[src/design/snm_pkg.sv]
// Package: SHA-1 constants, types and round helpers
`timescale 1ns / 1ps
package snm_pkg;
  localparam int MaxNonceBytes = 19;
  localparam int PrefixLen = 40;
  localparam int Rounds = 80;
  localparam int QueueDepth = 4;
  localparam int QueuePtrW = 2;

  localparam logic [31:0] H0 = 32'h67452301;
  localparam logic [31:0] H1 = 32'hEFCDAB89;
  localparam logic [31:0] H2 = 32'h98BADCFE;
  localparam logic [31:0] H3 = 32'h10325476;
  localparam logic [31:0] H4 = 32'hC3D2E1F0;
  localparam logic [31:0] K0 = 32'h5A827999;
  localparam logic [31:0] K1 = 32'h6ED9EBA1;
  localparam logic [31:0] K2 = 32'h8F1BBCDC;
  localparam logic [31:0] K3 = 32'hCA62C1D6;
  localparam logic [7:0] PadByte = 8'h80;

  localparam logic [2:0] RegTarget01 = 3'd5;
  localparam logic [2:0] RegTarget23 = 3'd6;
  localparam logic [2:0] RegTarget4 = 3'd7;

  typedef logic [31:0] word_t;
  typedef word_t [15:0] sched_t;
  typedef struct packed {
    word_t a, b, c, d, e;
  } hstate_t;

  function automatic word_t rotl(word_t x, int unsigned r);
    rotl = (x << r) | (x >> (32 - r));
  endfunction

  function automatic hstate_t sha_round(hstate_t s, word_t w, int unsigned i);
    word_t f, k, t;
    if (i < 20) begin
      f = (s.b & s.c) | (~s.b & s.d); k = K0;
    end else if (i < 40) begin
      f = s.b ^ s.c ^ s.d; k = K1;
    end else if (i < 60) begin
      f = (s.b & s.c) | (s.b & s.d) | (s.c & s.d); k = K2;
    end else begin
      f = s.b ^ s.c ^ s.d; k = K3;
    end
    t = rotl(s.a, 5) + f + s.e + w + k;
    sha_round.e = s.d;
    sha_round.d = s.c;
    sha_round.c = rotl(s.b, 30);
    sha_round.b = s.a;
    sha_round.a = t;
  endfunction
endpackage

[src/design/snm_queue.sv]
// Short FIFO between front and back ends
`timescale 1ns / 1ps
module snm_queue import snm_pkg::*; (
  input logic clk,
  input logic rst,
  input logic [156:0] wr_data,
  input logic wr_valid,
  output logic wr_ready,
  output logic [156:0] rd_data,
  output logic rd_valid,
  input logic rd_ready
);
  logic [156:0] mem [QueueDepth];
  logic [QueuePtrW-1:0] wp, rp;
  logic [QueuePtrW:0] count;
  logic push, pop;

  assign wr_ready = count != (QueuePtrW+1)'(QueueDepth);
  assign rd_valid = count != '0;
  assign push = wr_valid && wr_ready;
  assign pop = rd_valid && rd_ready;
  assign rd_data = mem[rp];

  always_ff @(posedge clk) begin
    if (rst) begin
      wp <= '0; rp <= '0; count <= '0;
    end else begin
      if (push) wp <= wp + 1'b1;
      if (pop) rp <= rp + 1'b1;
      count <= count + (QueuePtrW+1)'(push) - (QueuePtrW+1)'(pop);
    end
    if (push) mem[wp] <= wr_data;
  end
endmodule

[config.mk]
export PLATFORM = sky130hd
export DESIGN_NAME = snm_queue
export DESIGN_NICKNAME = d
export VERILOG_FILES = /design/src/design/snm_pkg.sv /design/src/design/snm_queue.sv
export SDC_FILE = /design/constraint.sdc
export NUM_CORES = 1
export LEC_CHECK = 0
export BUFFER_PORTS_ARGS = -buffer_cell sky130_fd_sc_hd__buf_2
export CAP_MARGIN = 20
export CORE_MARGIN = 10
export CORE_UTILIZATION = 51
export CTS_BUF_LIST = sky130_fd_sc_hd__clkbuf_8 sky130_fd_sc_hd__clkbuf_16
export CTS_CLUSTER_DIAMETER = 40
export DETAILED_ROUTE_END_ITERATION = 8
export PLACE_DENSITY = 0.75
export SETUP_SLACK_MARGIN = 0.15
export SYNTH_ARGS = -nofsm -noshare
export SYNTH_HDL_FRONTEND = slang
export SYNTH_SLANG_ARGS = --single-unit
[constraint.sdc]
create_clock -name clk -period 5.2 [get_ports clk]
set_input_delay 0.52 -clock clk [delete_from_list [all_inputs] [get_ports clk]]
set_output_delay 0.52 -clock clk [all_outputs]
set_load 0.05 [all_outputs]
== After elaboration in Yosys (flattened, before gate mapping) ==
Memory sizes are Yosys's and may differ from the RTL's. A register that Yosys moved wholly into a read port is not among the register bits.
Cells that the tools add are included.
W data, S select, Z words.

* Flip-flop bits (word level): 7
* Bits in writable memories: 628
* Input bits: 161
* Logic and storage cells: 16
* Memories kept: 1

* $add $sub $neg: 4
* Equality and inequality tests: 1
* Mux-type cells: 4
* Reduce and logical (&&, ||, !) cells: 3

{| class="wikitable"
|+ Memory list
! name !! depth !! bits a word !! read ports !! clocked after memory_dff !! wr ports !! RTL line !! text
|-
| mem || 4 || 157 || 1 || 1 || 1 || snm_queue.sv:13 || <nowiki>logic [156:0] mem [QueueDepth];</nowiki>
|}

{| class="wikitable"
|+ Operators by type and width
! operator !! number
|-
| $add A2 B1 Y2 const B || 2
|-
| $mux W2 || 2
|-
| $add A3 B1 Y3 || 1
|-
| $ne A3 B3 Y1 const B || 1
|-
| $reduce_bool A3 Y1 || 1
|-
| $sub A3 B1 Y3 || 1
|-
| $logic_and A1 B1 Y1 || 2
|-
| $mux W1 || 2
|}

== Logic depth before layout (Yosys ltp) ==
* Depth in word-level cells: 4
* Depth in mapped cells: 11
* Depth with buffers taken out: 11

== Least setup slack after synthesis ==
No wires, ideal clock.

* Path kind: input to register
* From: in wr_valid
* To: mem mem[1][0], enable pin
* Setup time: 536 ps
* Data arrival time: 4520 ps
* Required time: 4664 ps
* Path slack: 145 ps
* Stages: 2
* Cells stage by stage: a21boi_1 and2_1

* Longest elaborated chain between the ends: 3

{| class="wikitable"
|+ RTL lines
! element !! RTL line !! text
|-
| start, declared || snm_queue.sv:7 || <nowiki>input logic wr_valid,</nowiki>
|-
| $logic_and A1 B1 Y1 || snm_queue.sv:20 || <nowiki>assign push = wr_valid && wr_ready;</nowiki>
|-
| $mux W1 || snm_queue.sv:32 || <nowiki>if (push) mem[wp] <= wr_data;</nowiki>
|-
| $mux W1 (implied by the code) || snm_queue.sv:32 ||
|-
| end, declared || snm_queue.sv:13 ||
|}

No other way between the ends.

==> out/results.md <==
| Step | Metric | This run |
|:---|:---|:---|
| power and ir drop | Sequential power share | 0.389 |
| global routing | Overflow after GRT | 0 |
| die | Number of ports placed on the die boundary | 320 |
| timing | Remaining max-slew budget at the tightest pin | 0.2943 |
| cts | Count of hold buffers inserted by post-cts repair | 0 |
| critical path | Crit path arrival time | 2910 ps |
| timing | Final Setup Violations | 0 |
| synth | Register area share after synthesis | 0.8195 |
| power and ir drop | Combinational power share | 0.286 |
| synth | Synth Instances | 869 |
| timing | Final worst hold slack | 133.0 ps |
| power and ir drop | Switching fraction of total power | 0.3395 |
| synth | Summed instance area of the synthesized netlist | 23,230 um^2 |
| layout | Net total in the final layout | 1,415 |
| layout | Ratio of cells with drive above 1 in the final layout | 0.4802 |
| power and ir drop | Net switching component of the power | 5.715 mW |
| timing | Fin crit share | 0.6595 |
| timing | Setup TNS | 0 ps |
| cts | Count of clock tree sinks | 637 |
| critical path | Delay of the slowest cell on the worst path | 870 ps |
| synth | Total nets after synthesis | 1,037 |
| global routing | Initial antenna violation count | 14 |
| cts | TritonCTS clock tree | yes |
| timing | Transition time at the pin with the least slew margin | 1059 ps |
| die | Core area | 45,190 um^2 |
| drt | Remaining antenna violation count | 0 |
| die | Die area | 54,490 um^2 |
| synth | Yosys synthesis warning count | 0 |
| layout | Post-synthesis to final-layout area growth | 21.40% |
| cts | Maximum clock insertion buffer count | 3 |
| placed design | Final weighted congestion of routability-driven global placement | 0.7469 |
| critical path | Beginning of the worst register-to-register path | count[1] |
| synth | Top-area cell type share of the netlist area | 0.8117 |
| cts | Number of gates given a new drive strength after cts | 0 |
| status | Status | complete, no violations |
| synth | Commonest cells post-synth | sky130_fd_sc_hd__edfxtp_1, sky130_fd_sc_hd__mux4_2, sky130_fd_sc_hd__buf_2 |
| critical path | Worst r2r dst | mem[1][67] |
| power and ir drop | Internal Dissipation | 11.12 mW |
| synth | Top cells by area in the synthesized netlist | sky130_fd_sc_hd__edfxtp_1, sky130_fd_sc_hd__mux4_2, sky130_fd_sc_hd__buf_12 |
| drt | DRC errors left | 0 |
| critical path | Top Family by Delay on Critical Path | flip-flops |
| drt | Number of iterations in the first detailed-routing pass | 5 |
| cts | Insertion delay to the later sink of the worst-skew pair | 600 ps |
| cts | Total CTS buffers | 78 |
| drt | Violation count after the first detailed-routing iteration | 1,010 |
| cts | H-tree depth reported by CTS | 3 |
| global routing | Global-route wire length before repair | 70.66 mm |
| die | Number of rows created at floorplan | 78 |
| placed design | IO Port Bufs | 319 |
| cts | Root Buffer | sky130_fd_sc_hd__clkbuf_16 |
| timing | Minimum clock period | 3430 ps |
| synth | Total of flip-flops plus latches after synthesis | 637 |
| critical path | R2R depth | 4 |
| global routing | Gr usage total | 0.1750 |
| synth | Average cell area after synthesis | 26.73 um^2 |
| drt | Number of vias in the routed layout | 10,580 |
| timing | Slew Limit Fails | 0 |
| run | Number of max-cap violations | 0 |
| critical path | Number of buffers and inverters on the critical path | 2 |
| power and ir drop | Cell Pwr Density | 596.8 nW/um^2 |
| critical path | Endpoint required time on the critical path | 4680 ps |
| critical path | Logic depth of the worst path, buffers included | 3 |
| critical path | Top fanout value on the critical path | 35 |
| power and ir drop | Maximum VDD drop | 0.5788 mV |
| timing | Post-Route Skew | 12.78 ps |
| critical path | R2R Setup Slk | 2380 ps |
| timing | Max Fclk | 0.2916 GHz |
| cts | Postcts setup bufs | 0 |
| synth | Distinct cells, synth | 26 |
| critical path | Kind of capture point of the worst setup path | output pin |
| synth | Synth async-reset ratio | 0 |
| critical path | Critical path type | reg2out |
| global routing | Pin count of the biggest net entering global routing | 158 |
| worst hold path | Number of cells on the worst hold path | 1 |
| worst hold path | Class of the tightest hold or removal check | in2reg |
| timing | RSZ-0062 raised after global routing | no |
| cts | Clock slew at reported path FFs | 60 ps |
| drt | Final wirelength | 47.30 mm |
| die | Starting Density | 0.5141 |
| drt | Routed wire length per instance | 24.64 um |
| power and ir drop | Clock network fraction of total power | 0.326 |
| critical path | Slowest cell on crit path | sky130_fd_sc_hd__dfxtp_4 |
| synth | Biggest area consumer among synthesized cells | sky130_fd_sc_hd__edfxtp_1 |
| synth | Count of flip-flops with a built-in enable after synthesis | 628 |
| layout | Fill cell count | 2,996 |
| die | X dimension of the die | 233.4 um |
| synth | Primary FF master, synth | sky130_fd_sc_hd__edfxtp_1 |
| global routing | Vias in the first global route | 11,200 |
| critical path | Kind of launch point of the worst setup path | flip-flop |
| timing | Final count of hold timing violations | 0 |
| drt | Via density per instance | 5.510 |
| worst hold path | Launch instance of the worst min-delay path | wr_data[50] |
| power and ir drop | Leak Pwr | 9.504 nW |
| synth | Top-count cell post-synth | sky130_fd_sc_hd__edfxtp_1 |
| placed design | Detailed placer's ending HPWL | 28.34 mm |
| worst hold path | Hold Path Sink | mem[0][50] |
| die | Chip height | 233.4 um |
| critical path | Series of cell instances along the critical path | buf_4 > mux4_2 > buf_2 |
registers in the layout, summed over array words and instances, names as in the netlist, named ones only:
| register | flops |
|---|---|
| rp | 2 |
| mem | 628 |
| count | 3 |
| wp | 2 |
logic make-up after synthesis:
family          count (synthesis)  share of synthesized area
flops                         637                     0.8195
mux                           159                     0.1531
buf+inv                        41                    0.01702
simple gates                   19                   0.004093
fa+ha+maj                       7                   0.004093
compound gates                  3                   0.001077
xor+xnor                        3                   0.001131
per-stage QoR:
| stage | instance area, um^2 | instances | power, mW | util | setup slack, ps |
|---|---|---|---|---|---|
| global route | 28190 | 1916 | 17.47 | 0.6240 | 1504 |
| floorplan | 23240 | 869 | 10.47 | - | 1878 |
| CTS | 28160 | 1911 | 17.06 | 0.6231 | 1616 |
| global placement | 25440 | 1766 | 11.49 | 0.5630 | 2290 |
| detailed placement | 25440 | 1766 | 11.53 | 0.5630 | 2267 |
| finish | 28200 | 1920 | 16.83 | 0.6242 | 1770 |
worst max-delay path by stage:
stage / from / end / slack (ps)
after floorplan: wr_valid / mem[0][0] / 1880
after global placement: flip-flop / rd_data[112] / 2290
after detailed placement: flip-flop / rd_data[107] / 2270
after CTS: flip-flop / rd_data[67] / 1620
after global routing: flip-flop / rd_data[66] / 1500
final: flip-flop / rd_data[66] / 1770
cell type report:
| class | count | area (um^2) | area share |
|---|---|---|---|
| Sequential cell | 637 | 19050 | 0.6753 |
| Multi-Input combinational cell | 191 | 3809 | 0.1350 |
| Inverter | 5 | 18.77 | 0.0006654 |
| Tap cell | 600 | 750.7 | 0.02662 |
| Clock inverter | 63 | 666.9 | 0.02364 |
| Clock buffer | 82 | 2052 | 0.07275 |
| Timing Repair Buffer | 334 | 1842 | 0.06530 |
| Antenna cell | 8 | 20.02 | 0.0007098 |
power by group through the flow:
stage,sequential [mW],combinational [mW],clock (mW)
after floorplan,6.52,3.95,0
after global placement,6.62,4.87,0
after detailed placement,6.66,4.87,0
after CTS,6.56,4.90,5.59
after global routing,6.61,5.05,5.82
final,6.54,4.81,5.48
metal layers:
layer | vias to the layer above | track usage | share of wire
met5 | - | 0 | 0.0019
met4 | 14 | 0.06350 | 0.021
met3 | 82 | 0.05860 | 0.084
met1 | 5574 | 0.2252 | 0.39
met2 | 364 | 0.2757 | 0.50
li1 | 4545 | - | -
placed cells by master, fill, tap and decap left out, drive strengths merged:
master,instances
nand2b,2
buf,334
a21boi,1
clkinv,29
dfxtp,9
mux2,1
o311ai,1
fa,1
ha,6
diode,8
or3,1
and2,5
edfxtp,628
bufinv,10
clkinvlp,8
o31a,1
mux2i,1
xor2,2
inv,21
nor2b,1
nand2,1
nor2,8
xnor2,1
nor3,1
clkbuf,82
mux4,157
No activity file was read; power rests on OpenSTA's default activity.
