### src/design/snm_pkg.sv
// Package: SHA-1 constants, types and round helpers
`timescale 1ns / 1ps
package snm_pkg;
  localparam int MaxNonceBytes = 19;
  localparam int PrefixLen = 40;
  localparam int Rounds = 80;
  localparam int QueueDepth = 4;
  localparam int QueuePtrW = 2;

  localparam logic [31:0] H0 = 32'h67452301;
  localparam logic [31:0] H1 = 32'hEFCDAB89;
  localparam logic [31:0] H2 = 32'h98BADCFE;
  localparam logic [31:0] H3 = 32'h10325476;
  localparam logic [31:0] H4 = 32'hC3D2E1F0;
  localparam logic [31:0] K0 = 32'h5A827999;
  localparam logic [31:0] K1 = 32'h6ED9EBA1;
  localparam logic [31:0] K2 = 32'h8F1BBCDC;
  localparam logic [31:0] K3 = 32'hCA62C1D6;
  localparam logic [7:0] PadByte = 8'h80;

  localparam logic [2:0] RegTarget01 = 3'd5;
  localparam logic [2:0] RegTarget23 = 3'd6;
  localparam logic [2:0] RegTarget4 = 3'd7;

  typedef logic [31:0] word_t;
  typedef word_t [15:0] sched_t;
  typedef struct packed {
    word_t a, b, c, d, e;
  } hstate_t;

  function automatic word_t rotl(word_t x, int unsigned r);
    rotl = (x << r) | (x >> (32 - r));
  endfunction

  function automatic hstate_t sha_round(hstate_t s, word_t w, int unsigned i);
    word_t f, k, t;
    if (i < 20) begin
      f = (s.b & s.c) | (~s.b & s.d); k = K0;
    end else if (i < 40) begin
      f = s.b ^ s.c ^ s.d; k = K1;
    end else if (i < 60) begin
      f = (s.b & s.c) | (s.b & s.d) | (s.c & s.d); k = K2;
    end else begin
      f = s.b ^ s.c ^ s.d; k = K3;
    end
    t = rotl(s.a, 5) + f + s.e + w + k;
    sha_round.e = s.d;
    sha_round.d = s.c;
    sha_round.c = rotl(s.b, 30);
    sha_round.b = s.a;
    sha_round.a = t;
  endfunction
endpackage

### src/design/snm_front.sv
// Front end: length saturation and message block assembly
`timescale 1ns / 1ps
module snm_front import snm_pkg::*; (
  input logic clk,
  input logic rst,
  input logic [63:0] nonce_bytes_0_7,
  input logic [63:0] nonce_bytes_8_15,
  input logic [23:0] nonce_bytes_16_18,
  input logic [4:0] nonce_length,
  input logic in_valid,
  output logic in_ready,
  output logic [151:0] blk_nonce,
  output logic [4:0] blk_len,
  output logic blk_valid,
  input logic blk_ready
);
  logic [151:0] raw;
  logic [151:0] masked;
  logic [4:0] len_sat;

  assign raw = {nonce_bytes_0_7, nonce_bytes_8_15, nonce_bytes_16_18};
  assign len_sat = (nonce_length > 5'(MaxNonceBytes)) ? 5'(MaxNonceBytes) : nonce_length;

  // keep bytes below len, put pad byte at len, zero the rest
  always_comb begin
    for (int j = 0; j < MaxNonceBytes; j++) begin
      if (5'(j) < len_sat) masked[151-8*j -: 8] = raw[151-8*j -: 8];
      else if (5'(j) == len_sat) masked[151-8*j -: 8] = PadByte;
      else masked[151-8*j -: 8] = 8'h00;
    end
  end

  assign in_ready = !blk_valid || blk_ready;

  always_ff @(posedge clk) begin
    if (rst) begin
      blk_valid <= 1'b0;
    end else if (in_ready) begin
      blk_valid <= in_valid;
    end
    if (in_ready && in_valid) begin
      blk_nonce <= masked;
      blk_len <= len_sat;
    end
  end
endmodule

### config.mk
export PLATFORM = sky130hd
export DESIGN_NAME = snm_front
export DESIGN_NICKNAME = d
export VERILOG_FILES = /design/src/design/snm_pkg.sv /design/src/design/snm_front.sv
export SDC_FILE = /design/constraint.sdc
export NUM_CORES = 1
export LEC_CHECK = 0
export BUFFER_PORTS_ARGS = -buffer_cell sky130_fd_sc_hd__buf_2
export CAP_MARGIN = 20
export CORE_ASPECT_RATIO = 0.8
export CORE_MARGIN = 2
export CORE_UTILIZATION = 41
export CTS_CLUSTER_SIZE = 28
export DETAILED_ROUTE_END_ITERATION = 10
export GPL_ROUTABILITY_DRIVEN = 0
export PLACE_DENSITY = 0.89
export SLEW_MARGIN = 20
export SYNTH_ARGS = -nofsm -noshare
export SYNTH_HDL_FRONTEND = slang
export SYNTH_SLANG_ARGS = --single-unit
### constraint.sdc
create_clock -name clk -period 5 [get_ports clk]
set_input_delay 1 -clock clk [delete_from_list [all_inputs] [get_ports clk]]
set_output_delay 1 -clock clk [all_outputs]
set_load 0.05 [all_outputs]
* Yosys cells after proc, flatten, opt, wreduce, memory -nomap -nowiden
Cells that the tools add are included.
** Word-level totals
- Register bits :: 158
- Input port bits :: 161
- Output and inout port bits :: 159
- Logic and storage cells :: 84
** Cells by class
- Order comparisons :: 20
- Equal/unequal tests :: 18
- Muxes and demuxes :: 39
- Reduce and logical (&&, ||, !) cells :: 4
** Operators with widths (number)
- $mux 8 :: 38
- $eq 4x5->1 const A :: 8
- $lt 4x5->1 const A :: 8
- $eq 3x5->1 const A :: 4
- $lt 3x5->1 const A :: 4
- $eq 5x5->1 const A :: 3
- $lt 5x5->1 const A :: 3
- $eq 2x5->1 const A :: 2
- $lt 1x5->1 const A :: 2
- $lt 2x5->1 const A :: 2
- $eq 1x5->1 const A :: 1
- $gt 5x5->1 const B :: 1
- $logic_not 5->1 :: 1
- $mux 5 :: 1
- $logic_and 1x1->1 :: 1
- $logic_not 1->1 :: 1
- $logic_or 1x1->1 :: 1

* Longest topological paths before layout
Gate-level depths: netlist (run 1).
- Depth in word-level cells :: 5
- Depth in mapped cells :: 5

* Worst setup path after synthesis (run 1)
OpenSTA, ideal clock, no wires.
- Kind :: input to register
- Start :: input port blk_ready
- End :: register blk_len[0], enable pin
- Library setup time :: 0.535 ns
- Arrival time :: 5.127 ns
- Data required time :: 4.465 ns
- Slack :: -0.662 ns
- Cell stages on the path :: 2
- Cell sequence :: nand2b_1 > and2_1
** On the way
- Cells in the longest elaborated chain, start to end :: 2
** Ends and longest elaborated chain
- start, declared :: RTL line snm_front.sv:15 : input logic blk_ready
- $logic_or 1x1->1 :: RTL line snm_front.sv:33 : assign in_ready = !blk_valid || blk_ready;
- $logic_and 1x1->1 :: RTL line snm_front.sv:41 : if (in_ready && in_valid) begin
- end signal, assigned :: RTL line snm_front.sv:43 : blk_len <= len_sat;
- end, declared :: RTL line snm_front.sv:13 : output logic [4:0] blk_len,
Every way passes these cells.
A chain may end at the register's enable or synchronous reset.

* Final worst setup path (run 1)
- Start :: input port blk_ready
- End :: output port in_ready
** On the way
- Cells in the longest elaborated chain, start to end :: 1
** Ends and longest elaborated chain
- $logic_or 1x1->1 :: RTL line snm_front.sv:33
- end, declared :: RTL line snm_front.sv:11 : output logic in_ready,
Every way passes these cells.

==> reports/metrics.yaml, run 1 <==
clock_tree:
  cts_hold_buf: 0
  cts_sinks: 158
  ctsLongestPathBuffers: 2
  postCtsSetupBuffers: 0
  numCtsBuffers: 17
  cts_tree: "built"
  clock_tree.root_cell: "clkbuf_16"
  path_clk_slew_ps: 60
  cts_resized: 0
  worst_skew_pair.late_latency_ps: 410
  htree_levels: 4
place:
  portBuffers: 319
  post-place-cells: 880
  dp_hpwl_um: 11930
power_and_ir_drop:
  p_leak_nw: 3.670
  peakVddDrop_uv: 372.8
  p_per_area_nw_per_um2: 414.5
floorplanning:
  die_w_um: 140.7
  dieArea_um2: 15960
  core_um2: 14440
  die_y_um: 113.4
  rows: 39
  initial_utilization: 0.4245
  io-pin-count: 320
cells_and_area:
  layout_commonest_cell: "buf_2"
  syn_to_final_growth_pct: 39.28
  drive_above_1_share: 0.4973
  finish.utilization: 0.5913
  final_cell_mix: "319 x buf_2, 157 x edfxtp_1, 81 x nor2b_1"
  stdcell_count: 912
  final_nets: 876
  fillCellCount: 1156
  antenna_cells: 0
synthesis:
  postSynthAreaPerCell_um2: 15.76
  seq_area_frac_synth: 0.7721
  syn_nets: 550
  synthXorXnorAreaFrac: 0
  synth.area.mux_share: 0.007141
  synth_fa_ha_area_frac: 0
  postSynthCellCount: 389
  syn_area_um2: 6132
  yosys.area_share.simple: 0.1767
  yosys_most_used_dff: "edfxtp_1"
  ys_async_sr_fraction: 0
  yosysUniqueCellTypes: 34
  synth_top_family_by_area: "simple AND/OR/NAND/NOR gates"
  synth-edff-count: 157
  synth_compound_area_frac: 0.03163
  synth-seq-cells: 158
  ys_warn_count: 0
grt:
  grt_start_max_net_pins: 70
  antenna_found_initial: 2
  globalRouteOverflowTotal: 0
  grt_pass1_vias: 4312
  grt_pass1_wl_um: 23370
  track_usage: 0.1964
sta:
  worst_pin_slew_ps: 867.2
  setup_tns_ps: 0
  max_freq_ghz: 0.4015
  fin_skew_ps: 7.815
  final.min_clock_period_ps: 2491
  relSlewSlack: 0.4219
  rsz0062_at_grt: "no"
  setup_viol: 0
  fin_crit_sh: 0.4981
  maxSlewViolCount: 0
  finalHoldViolCount: 0
detailed_routing:
  dr_total_vias: 4294
  routed_wirelength_um: 15900
  viasPerCell: 4.708
  drcViolationCount: 0
  antenna_left: 0
  drtIter0Drc: 246
  wire_per_inst_um: 17.43
  drtPass1Iterations: 4
worst_setup_path:
  cp_data_required_time_ps: 4000
  cp-end-kind: "output port"
  crit_fanout: 3
  critPathKind: "in2out"
  startpoint_type: "input pin"
  cp_data_arrival_time_ps: 1490
run:
  maxCapViolCount: 0
worst_hold_path:
  hp-class: "reg2reg"
outcome:
  status: "complete, no violations"
## path summary, 6_finish.rpt
path,startpoint,endpoint,slack [ps],cells past startpoint
max,blk_ready,in_ready,2510,3
min,blk_valid,blk_valid,530,2
max reg2reg,blk_valid,blk_nonce[138],3050,3
min reg2reg,blk_valid,blk_valid,530,2
## kinds of logic after synthesis
logic type / count (synthesis)
multiplexers: 4
AO/OA/AOI/OAI: 29
buffers and inverters: 17
flip-flops: 158
AND/OR/NAND/NOR: 181
## final cells by class
class / count / area, µm² / area share
inverters: 3 / 11.26 / 0.001318
clock inverters: 14 / 187.7 / 0.02197
well taps: 184 / 230.2 / 0.02696
repair buffers: 321 / 1624 / 0.1902
flip-flops and latches: 158 / 4735 / 0.5544
clock buffers: 18 / 429.2 / 0.05025
multi-input cells: 214 / 1324 / 0.1550
## per-stage QoR
stage	area, µm²	worst slack, ps	power, mW	hold WS [ps]
after floorplan	6133	1055	2.041	1069
after detailed placement	7924	2230	2.217	520.4
after CTS	8541	2512	3.561	525.9
after global placement	7924	2290	2.204	504.7
after global routing	8541	2481	3.659	563.5
final	8541	2509	3.540	527.4
## synthesized netlist by cell type, types with 2 or more instances
cell type	number	area, µm²
buf_2	10	50.05
a21oi_1	8	40.04
mux2_2	2	22.52
nor2b_1	81	506.7
nand2b_1	5	31.28
inv_1	3	11.26
nor2_1	15	56.30
a21oi_2	3	26.28
o21a_1	3	22.52
or2_2	2	12.51
and2_1	58	362.9
nor3_1	4	20.02
o21ai_0	6	30.03
a22o_1	3	26.28
nand2_1	8	30.03
edfxtp_1	157	4715
clkbuf_1	4	15.01
## layer usage
layer / wire (µm) / global-route usage / part of all wire / up-vias
li1: - / - / - / 2029
met1: 6232 / 0.2373 / 0.39 / 2018
met2: 7852 / 0.3268 / 0.49 / 216
met3: 1518 / 0.07095 / 0.095 / 27
met4: 269 / 0.07333 / 0.017 / 4
met5: 27 / 0 / 0.0017 / -
## critical path: stages
cell      delay [ps]
buf_2             70
nand2b_1         130
buf_2            290
## power by group
part           leakage [nW]  internal, mW  switching [mW]
sequential             1.56          1.57          0.0225
clock                 0.297         0.837           0.518
combinational          1.81         0.148           0.448
total                  3.67          2.55           0.989
## registers in the layout, indices dropped and copies added, names as in the netlist
signal and count:
blk_len 5, blk_valid 1, blk_nonce 152
Power figures use the tool's default switching activity.
==> run 2: changes to the inputs <==
--- a/config.mk
+++ b/config.mk
@@ -5,15 +5,16 @@
 export SDC_FILE = /design/constraint.sdc
 export NUM_CORES = 1
 export LEC_CHECK = 0
+export ABC_AREA = 1
 export BUFFER_PORTS_ARGS = -buffer_cell sky130_fd_sc_hd__buf_2
 export CAP_MARGIN = 20
 export CORE_ASPECT_RATIO = 0.8
 export CORE_MARGIN = 2
-export CORE_UTILIZATION = 41
+export CORE_UTILIZATION = 46
 export CTS_CLUSTER_SIZE = 28
 export DETAILED_ROUTE_END_ITERATION = 10
 export GPL_ROUTABILITY_DRIVEN = 0
-export PLACE_DENSITY = 0.89
+export PLACE_DENSITY = 0.93
 export SLEW_MARGIN = 20
 export SYNTH_ARGS = -nofsm -noshare
 export SYNTH_HDL_FRONTEND = slang
==> constraint.sdc (replaced) <==
create_clock -name clk -period 2.3 [get_ports clk]
set_input_delay 0.46 -clock clk [delete_from_list [all_inputs] [get_ports clk]]
set_output_delay 0.46 -clock clk [all_outputs]
set_load 0.05 [all_outputs]
==> run 2 against run 1 <==
Against the previous run:
- cell count increased by 17%
- via count increased by 13%
- synthesized cell count increased by 38%
- critical path depth decreased by 1
- flip-flop and latch count unchanged
- highest routed layer is now met4
- register-to-register slack got worse by 2300 ps
- global-route usage increased by 2.2 points
- sequential power increased by 120%
- design area increased by 3.4%
- combinational power increased by 120%
- die area decreased by 8.3%
- routed wire length increased by 1.8%
- largest power group unchanged
==> reports/metrics.yaml, run 2 <==
cells_and_area:
  final_area_um2: 8827  # +3.4%
  layout_commonest_cell: "buf_2"
  antenna_cells: 0  # unchanged
  top_register: "blk_nonce"
  fillCellCount: 1076  # -6.9%
  syn_to_final_growth_pct: 40.37
  final_cell_mix: "319 x buf_2, 157 x edfxtp_1, 152 x inv_1"
  final_nets: 1039  # +19%
  stdcell_count: 1071  # +17%
  drive_above_1_share: 0.4265  # -0.07077
  reg_top3: "blk_nonce x152, blk_len x5, blk_valid x1"
  largest_reg_flops: 152  # unchanged
clock_tree:
  numCtsBuffers: 17  # unchanged
  cts_hold_buf: 0  # unchanged
  cts_resized: 0  # unchanged
  worst_skew_pair.late_latency_ps: 410  # about the same
  cts_tree: "built"
  postCtsSetupBuffers: 0  # unchanged
  htree_levels: 4  # unchanged
  ctsLongestPathBuffers: 2  # unchanged
  clock_tree.root_cell: "clkbuf_16"
  path_clk_slew_ps: 70  # about the same
  cts_sinks: 158  # unchanged
sta:
  max_freq_ghz: 0.6384
  maxSlewViolCount: 0  # unchanged
  worst_pin_slew_ps: 517.6  # -349.7 ps
  fin_skew_ps: 8.880  # +1.066 ps
  rsz0062_at_grt: "no"
  fin_crit_sh: 0.6811
  setup_viol: 0  # unchanged
  final.min_clock_period_ps: 1566
  setup_tns_ps: 0  # unchanged
  finalHoldViolCount: 0  # unchanged
  relSlewSlack: 0.6542  # +0.2323
worst_setup_path:
  cp-end-kind: "output port"
  cp_data_arrival_time_ps: 1110  # -380 ps
  cpLargestDelayFamily: "flip-flops"
  cp_data_required_time_ps: 1840  # -2160 ps
  startpoint_type: "flip-flop"
  cp_num_buf_inv: 1  # -1
  crit_chain: "nand2_1 > buf_2"
  cp_slowest_cell: "dfxtp_4"
  crit_fanout: 3  # unchanged
  critPathKind: "reg2out"
  slowest_delay_ps: 360  # +70 ps
detailed_routing:
  drtPass1Iterations: 7  # +3
  drtIter0Drc: 246  # unchanged
  wire_per_inst_um: 15.11  # -13%
  drcViolationCount: 0  # unchanged
  antenna_left: 0  # unchanged
  viasPerCell: 4.513  # -4.2%
  dr_total_vias: 4833  # +13%
  routed_wirelength_um: 16180  # +1.8%
grt:
  grt_pass1_wl_um: 23510  # +0.59%
  globalRouteOverflowTotal: 0  # unchanged
  grt_pass1_vias: 4722  # +9.5%
  grt_start_max_net_pins: 41  # -41%
  antenna_found_initial: 0  # -2
  track_usage: 0.2183  # +0.02193
place:
  dp_hpwl_um: 12670  # +6.2%
  portBuffers: 319  # unchanged
  place_area_um2: 8200  # +3.5%
  post-place-cells: 1039  # +18%
synthesis:
  postSynthAreaPerCell_um2: 11.73  # -26%
  ys_async_sr_fraction: 0  # unchanged
  syn_area_um2: 6289  # +2.6%
  yosys-top-cells-area: "edfxtp_1 75%, inv_1 9.2%, nor2_1 6.9%, nand2_1 3.5%, o21ai_0 0.56%"
  yosys_most_used_dff: "edfxtp_1"
  seq_area_frac_synth: 0.7529  # -0.01920
  yosysUniqueCellTypes: 26  # -24%
  syn_nets: 697  # +27%
  yosys.area.top_type: "edfxtp_1"
  synth_most_common_cell: "edfxtp_1"
  synth-edff-count: 157  # unchanged
  ys_warn_count: 0  # unchanged
  ys_top_cells_by_count: "157 x edfxtp_1, 154 x inv_1, 115 x nor2_1"
  synth-seq-cells: 158  # unchanged
  yosys.area.top_type_share: 0.7497  # -0.01912
  postSynthCellCount: 536  # +38%
floorplanning:
  die_y_um: 108.6  # -4.2%
  rows: 38  # -2.6%
  core_um2: 13460  # -6.8%
  initial_utilization: 0.4674  # +0.04281
  io-pin-count: 320  # unchanged
  dieArea_um2: 14630  # -8.3%
  die_w_um: 134.7  # -4.3%
worst_hold_path:
  hp-class: "in2reg"
power_and_ir_drop:
  p_leak_nw: 4.556  # +24%
  p_per_area_nw_per_um2: 877.3  # +110%
  peakVddDrop_uv: 661.6  # +77%
run:
  maxCapViolCount: 0  # unchanged
outcome:
  status: "complete, no violations"
run 2: power breakdown:
part / internal [mW] / total [mW] / leakage (nW) / switching (mW)
Sequential: 3.40 / 3.46 / 1.56 / 0.0514
Combinational: 0.314 / 1.34 / 2.70 / 1.03
Clock: 1.75 / 2.95 / 0.301 / 1.20
Total: 5.47 / 7.74 / 4.56 / 2.28
run 2: through the flow:
step	power [mW]	setup WS (ps)	util	hold slack, ps
final	7.744	733.6	0.6560	196.4
after global routing	8.009	617.2	0.6560	184.3
after CTS	7.794	713.8	0.6560	177.9
after detailed placement	4.868	332.8	0.6094	521.3
after global placement	4.835	416.1	0.6094	505.6
after floorplan	4.450	-1197	-	519.4
run 2: worst reg2reg max path, stage by stage, from the launching register on:
cell and delay [ps]:
dfxtp_4 360, a21oi_4 440, buf_4 400
run 2: kinds of logic (layout without fill, tap and decap cells):
| group | after synthesis | count (layout) | synth area share |
|---|---|---|---|
| AND/OR/NAND/NOR | 196 | 196 | 0.1293 |
| buffers and inverters | 163 | 518 | 0.1005 |
| flip-flops | 158 | 158 | 0.7529 |
| AO/OA/AOI/OAI | 19 | 19 | 0.01731 |
run 2: metal layers:
metal  track usage  share of wire  vias to the layer above
met4       0.08421          0.016                        0
met3       0.06845          0.082                       20
met1        0.2455           0.38                     2244
met5             0              0                        -
met2        0.3901           0.52                      218
li1              -              -                     2351
run 2: path summary, 6_finish.rpt:
path	startpoint	end	slack, ps	cells past startpoint
setup / recovery	blk_valid	in_ready	730	2
setup reg to reg	blk_valid	blk_nonce[44]	770	2
hold / removal	rst	blk_valid	200	2
hold reg to reg	blk_valid	blk_valid	530	2
run 2: final cells by class:
class                      instances  area [µm²]  area share
clock buffer                      17       425.4     0.04819
clock inverter                    15       201.4     0.02282
tap                              180       225.2     0.02551
sequential                       158        4738      0.5368
inverter                         157       594.3     0.06733
timing repair buffer             329        1709      0.1936
multi-input combinational        215       933.4      0.1057
==> run 3: changes to the inputs <==
==> constraint.sdc (replaced) <==
create_clock -name clk -period 1.6 [get_ports clk]
set_input_delay 0.32 -clock clk [delete_from_list [all_inputs] [get_ports clk]]
set_output_delay 0.32 -clock clk [all_outputs]
set_load 0.05 [all_outputs]
==> run 3 against run 2 <==
Against the previous run:
- critical path depth unchanged
- clock power rose by 35%
- worst hold slack got worse by 150 ps
- routed wire length down 3.8%
- combinational power is 44% higher
- clock skew down 4.0 ps
- highest routed layer unchanged
- utilization rose by 0.15 points
- sequential power rose by 44%
- non-clock buffer count up 5
==> reports/metrics.yaml, run 3 (synthesized netlist as in run 2, its figures left out) <==
outcome:
  status: "complete, no violations"
grt:
  grt_start_max_net_pins: 72  # +76%
  grt_pass1_vias: 4670  # -1.1%
  globalRouteOverflowTotal: 0  # unchanged
  antenna_found_initial: 1  # +1
  track_usage: 0.2115  # -0.006750
  grt_pass1_wl_um: 22740  # -3.3%
worst_hold_path:
  hp-class: "in2reg"
sta:
  setup_tns_ps: 0  # unchanged
  maxSlewViolCount: 0  # unchanged
  fin_skew_ps: 4.890  # -3.990 ps
  rsz0062_at_grt: "no"
  fin_crit_sh: 0.8922
  relSlewSlack: 0.7340  # +0.07981
  hold_ws_ps: 44.07  # -152.3 ps
  max_freq_ghz: 0.7005
  finalHoldViolCount: 0  # unchanged
  final.min_clock_period_ps: 1428
  setup_viol: 0  # unchanged
  worst_pin_slew_ps: 399.0  # -118.6 ps
power_and_ir_drop:
  p_leak_nw: 4.562  # +0.13%
  p_int_mw: 7.680  # +41%
  power_frac_clock: 0.366  # -0.014
  peakVddDrop_uv: 984.9  # +49%
  p_per_area_nw_per_um2: 1231  # +40%
  p_comb_frac: 0.177  # +0.004
  swShare: 0.2950  # +0.0008761
  pwr-share-seq: 0.456  # +0.010
  p_sw_mw: 3.214  # +41%
clock_tree:
  cts_sinks: 158  # unchanged
  cts_tree: "built"
  ctsLongestPathBuffers: 2  # unchanged
  numCtsBuffers: 17  # unchanged
  path_clk_slew_ps: 60  # about the same
  cts_hold_buf: 0  # unchanged
  clock_tree.root_cell: "clkbuf_16"
  postCtsSetupBuffers: 0  # unchanged
  htree_levels: 4  # unchanged
  worst_skew_pair.late_latency_ps: 420  # about the same
  cts_resized: 0  # unchanged
worst_setup_path:
  critPathKind: "reg2out"
  startpoint_type: "flip-flop"
  cp-end-kind: "output port"
  cp_slowest_cell: "dfxtp_4"
  slowest_delay_ps: 360  # about the same
  cp_data_arrival_time_ps: 1110  # about the same
  cpLargestDelayFamily: "flip-flops"
  crit_fanout: 3  # unchanged
  cp_data_required_time_ps: 1280  # -560 ps
  crit_chain: "nand2_1 > buf_2"
  cp_num_buf_inv: 1  # unchanged
detailed_routing:
  wire_per_inst_um: 14.46  # -4.3%
  dr_total_vias: 4809  # -0.50%
  drcViolationCount: 0  # unchanged
  viasPerCell: 4.465  # -1.1%
  antenna_left: 0  # unchanged
  routed_wirelength_um: 15570  # -3.8%
  drtPass1Iterations: 4  # -3
  drtIter0Drc: 210  # -15%
floorplanning:
  die_w_um: 134.7  # unchanged
  io-pin-count: 320  # unchanged
  dieArea_um2: 14630  # unchanged
  die_y_um: 108.6  # unchanged
  initial_utilization: 0.4674  # unchanged
  rows: 38  # unchanged
  core_um2: 13460  # unchanged
cells_and_area:
  final_cell_mix: "319 x buf_2, 157 x edfxtp_1, 154 x inv_1"
  stdcell_count: 1077  # +0.56%
  syn_to_final_growth_pct: 40.69
  layout_commonest_cell: "buf_2"
  reg_top3: "blk_nonce x152, blk_len x5, blk_valid x1"
  fillCellCount: 982  # -8.7%
  final_nets: 1044  # +0.48%
  drive_above_1_share: 0.4263  # about the same
  final_area_um2: 8847  # +0.23%
  top_register: "blk_nonce"
  largest_reg_flops: 152  # unchanged
place:
  dp_hpwl_um: 12220  # -3.6%
  post-place-cells: 1044  # +0.48%
  portBuffers: 319  # unchanged
  place_area_um2: 8258  # +0.70%
run:
  maxCapViolCount: 0  # unchanged
-- run 3: path summary, 6_finish.rpt --
path	from	endpoint	slack [ps]	cells after the start
setup reg to reg	blk_valid	blk_nonce[27]	300	2
hold reg to reg	blk_valid	blk_valid	520	2
setup / recovery	blk_valid	in_ready	170	2
hold / removal	rst	blk_valid	40	2
-- run 3: stage by stage --
stage	setup slack, ps	total power, mW	utilization
2_1_floorplan	-1897	6.396	-
3_3_place_gp	77.30	6.956	0.6137
3_5_place_dp	5.067	7.003	0.6137
4_1_cts	143.4	11.00	0.6573
5_1_grt	137.0	11.31	0.6575
6_report	172.4	10.89	0.6575
-- run 3: routing by layer --
layer,part of all wire,global-route usage
met1,0.38,0.2325
met2,0.52,0.3803
met3,0.086,0.06845
met4,0.018,0.08647
met5,0,0
-- run 3: power by group through the flow --
stage                     sequential (mW)  combinational (mW)  clock (mW)
after global routing                 4.99                2.05        4.26
after global placement               5.05                1.91           0
after detailed placement             5.06                1.94           0
after floorplan                      6.05               0.350           0
final                                4.97                1.93        3.99
after CTS                            4.98                1.95        4.07
-- run 3: final cells by class --
cell class	count	area, µm²	share of cell area
multi-input cells	215	933.4	0.1055
inverters	157	589.3	0.06661
clock inverters	15	161.4	0.01824
repair buffers	334	1772	0.2003
clock buffers	17	425.4	0.04808
flip-flops and latches	158	4738	0.5356
diodes	1	2.502	0.0002828
well taps	180	225.2	0.02546
-- run 3: worst reg2reg max path, stage by stage (launching register included) --
cell,delay [ps]
dfxtp_4,360
a21oi_4,190
buf_12,330
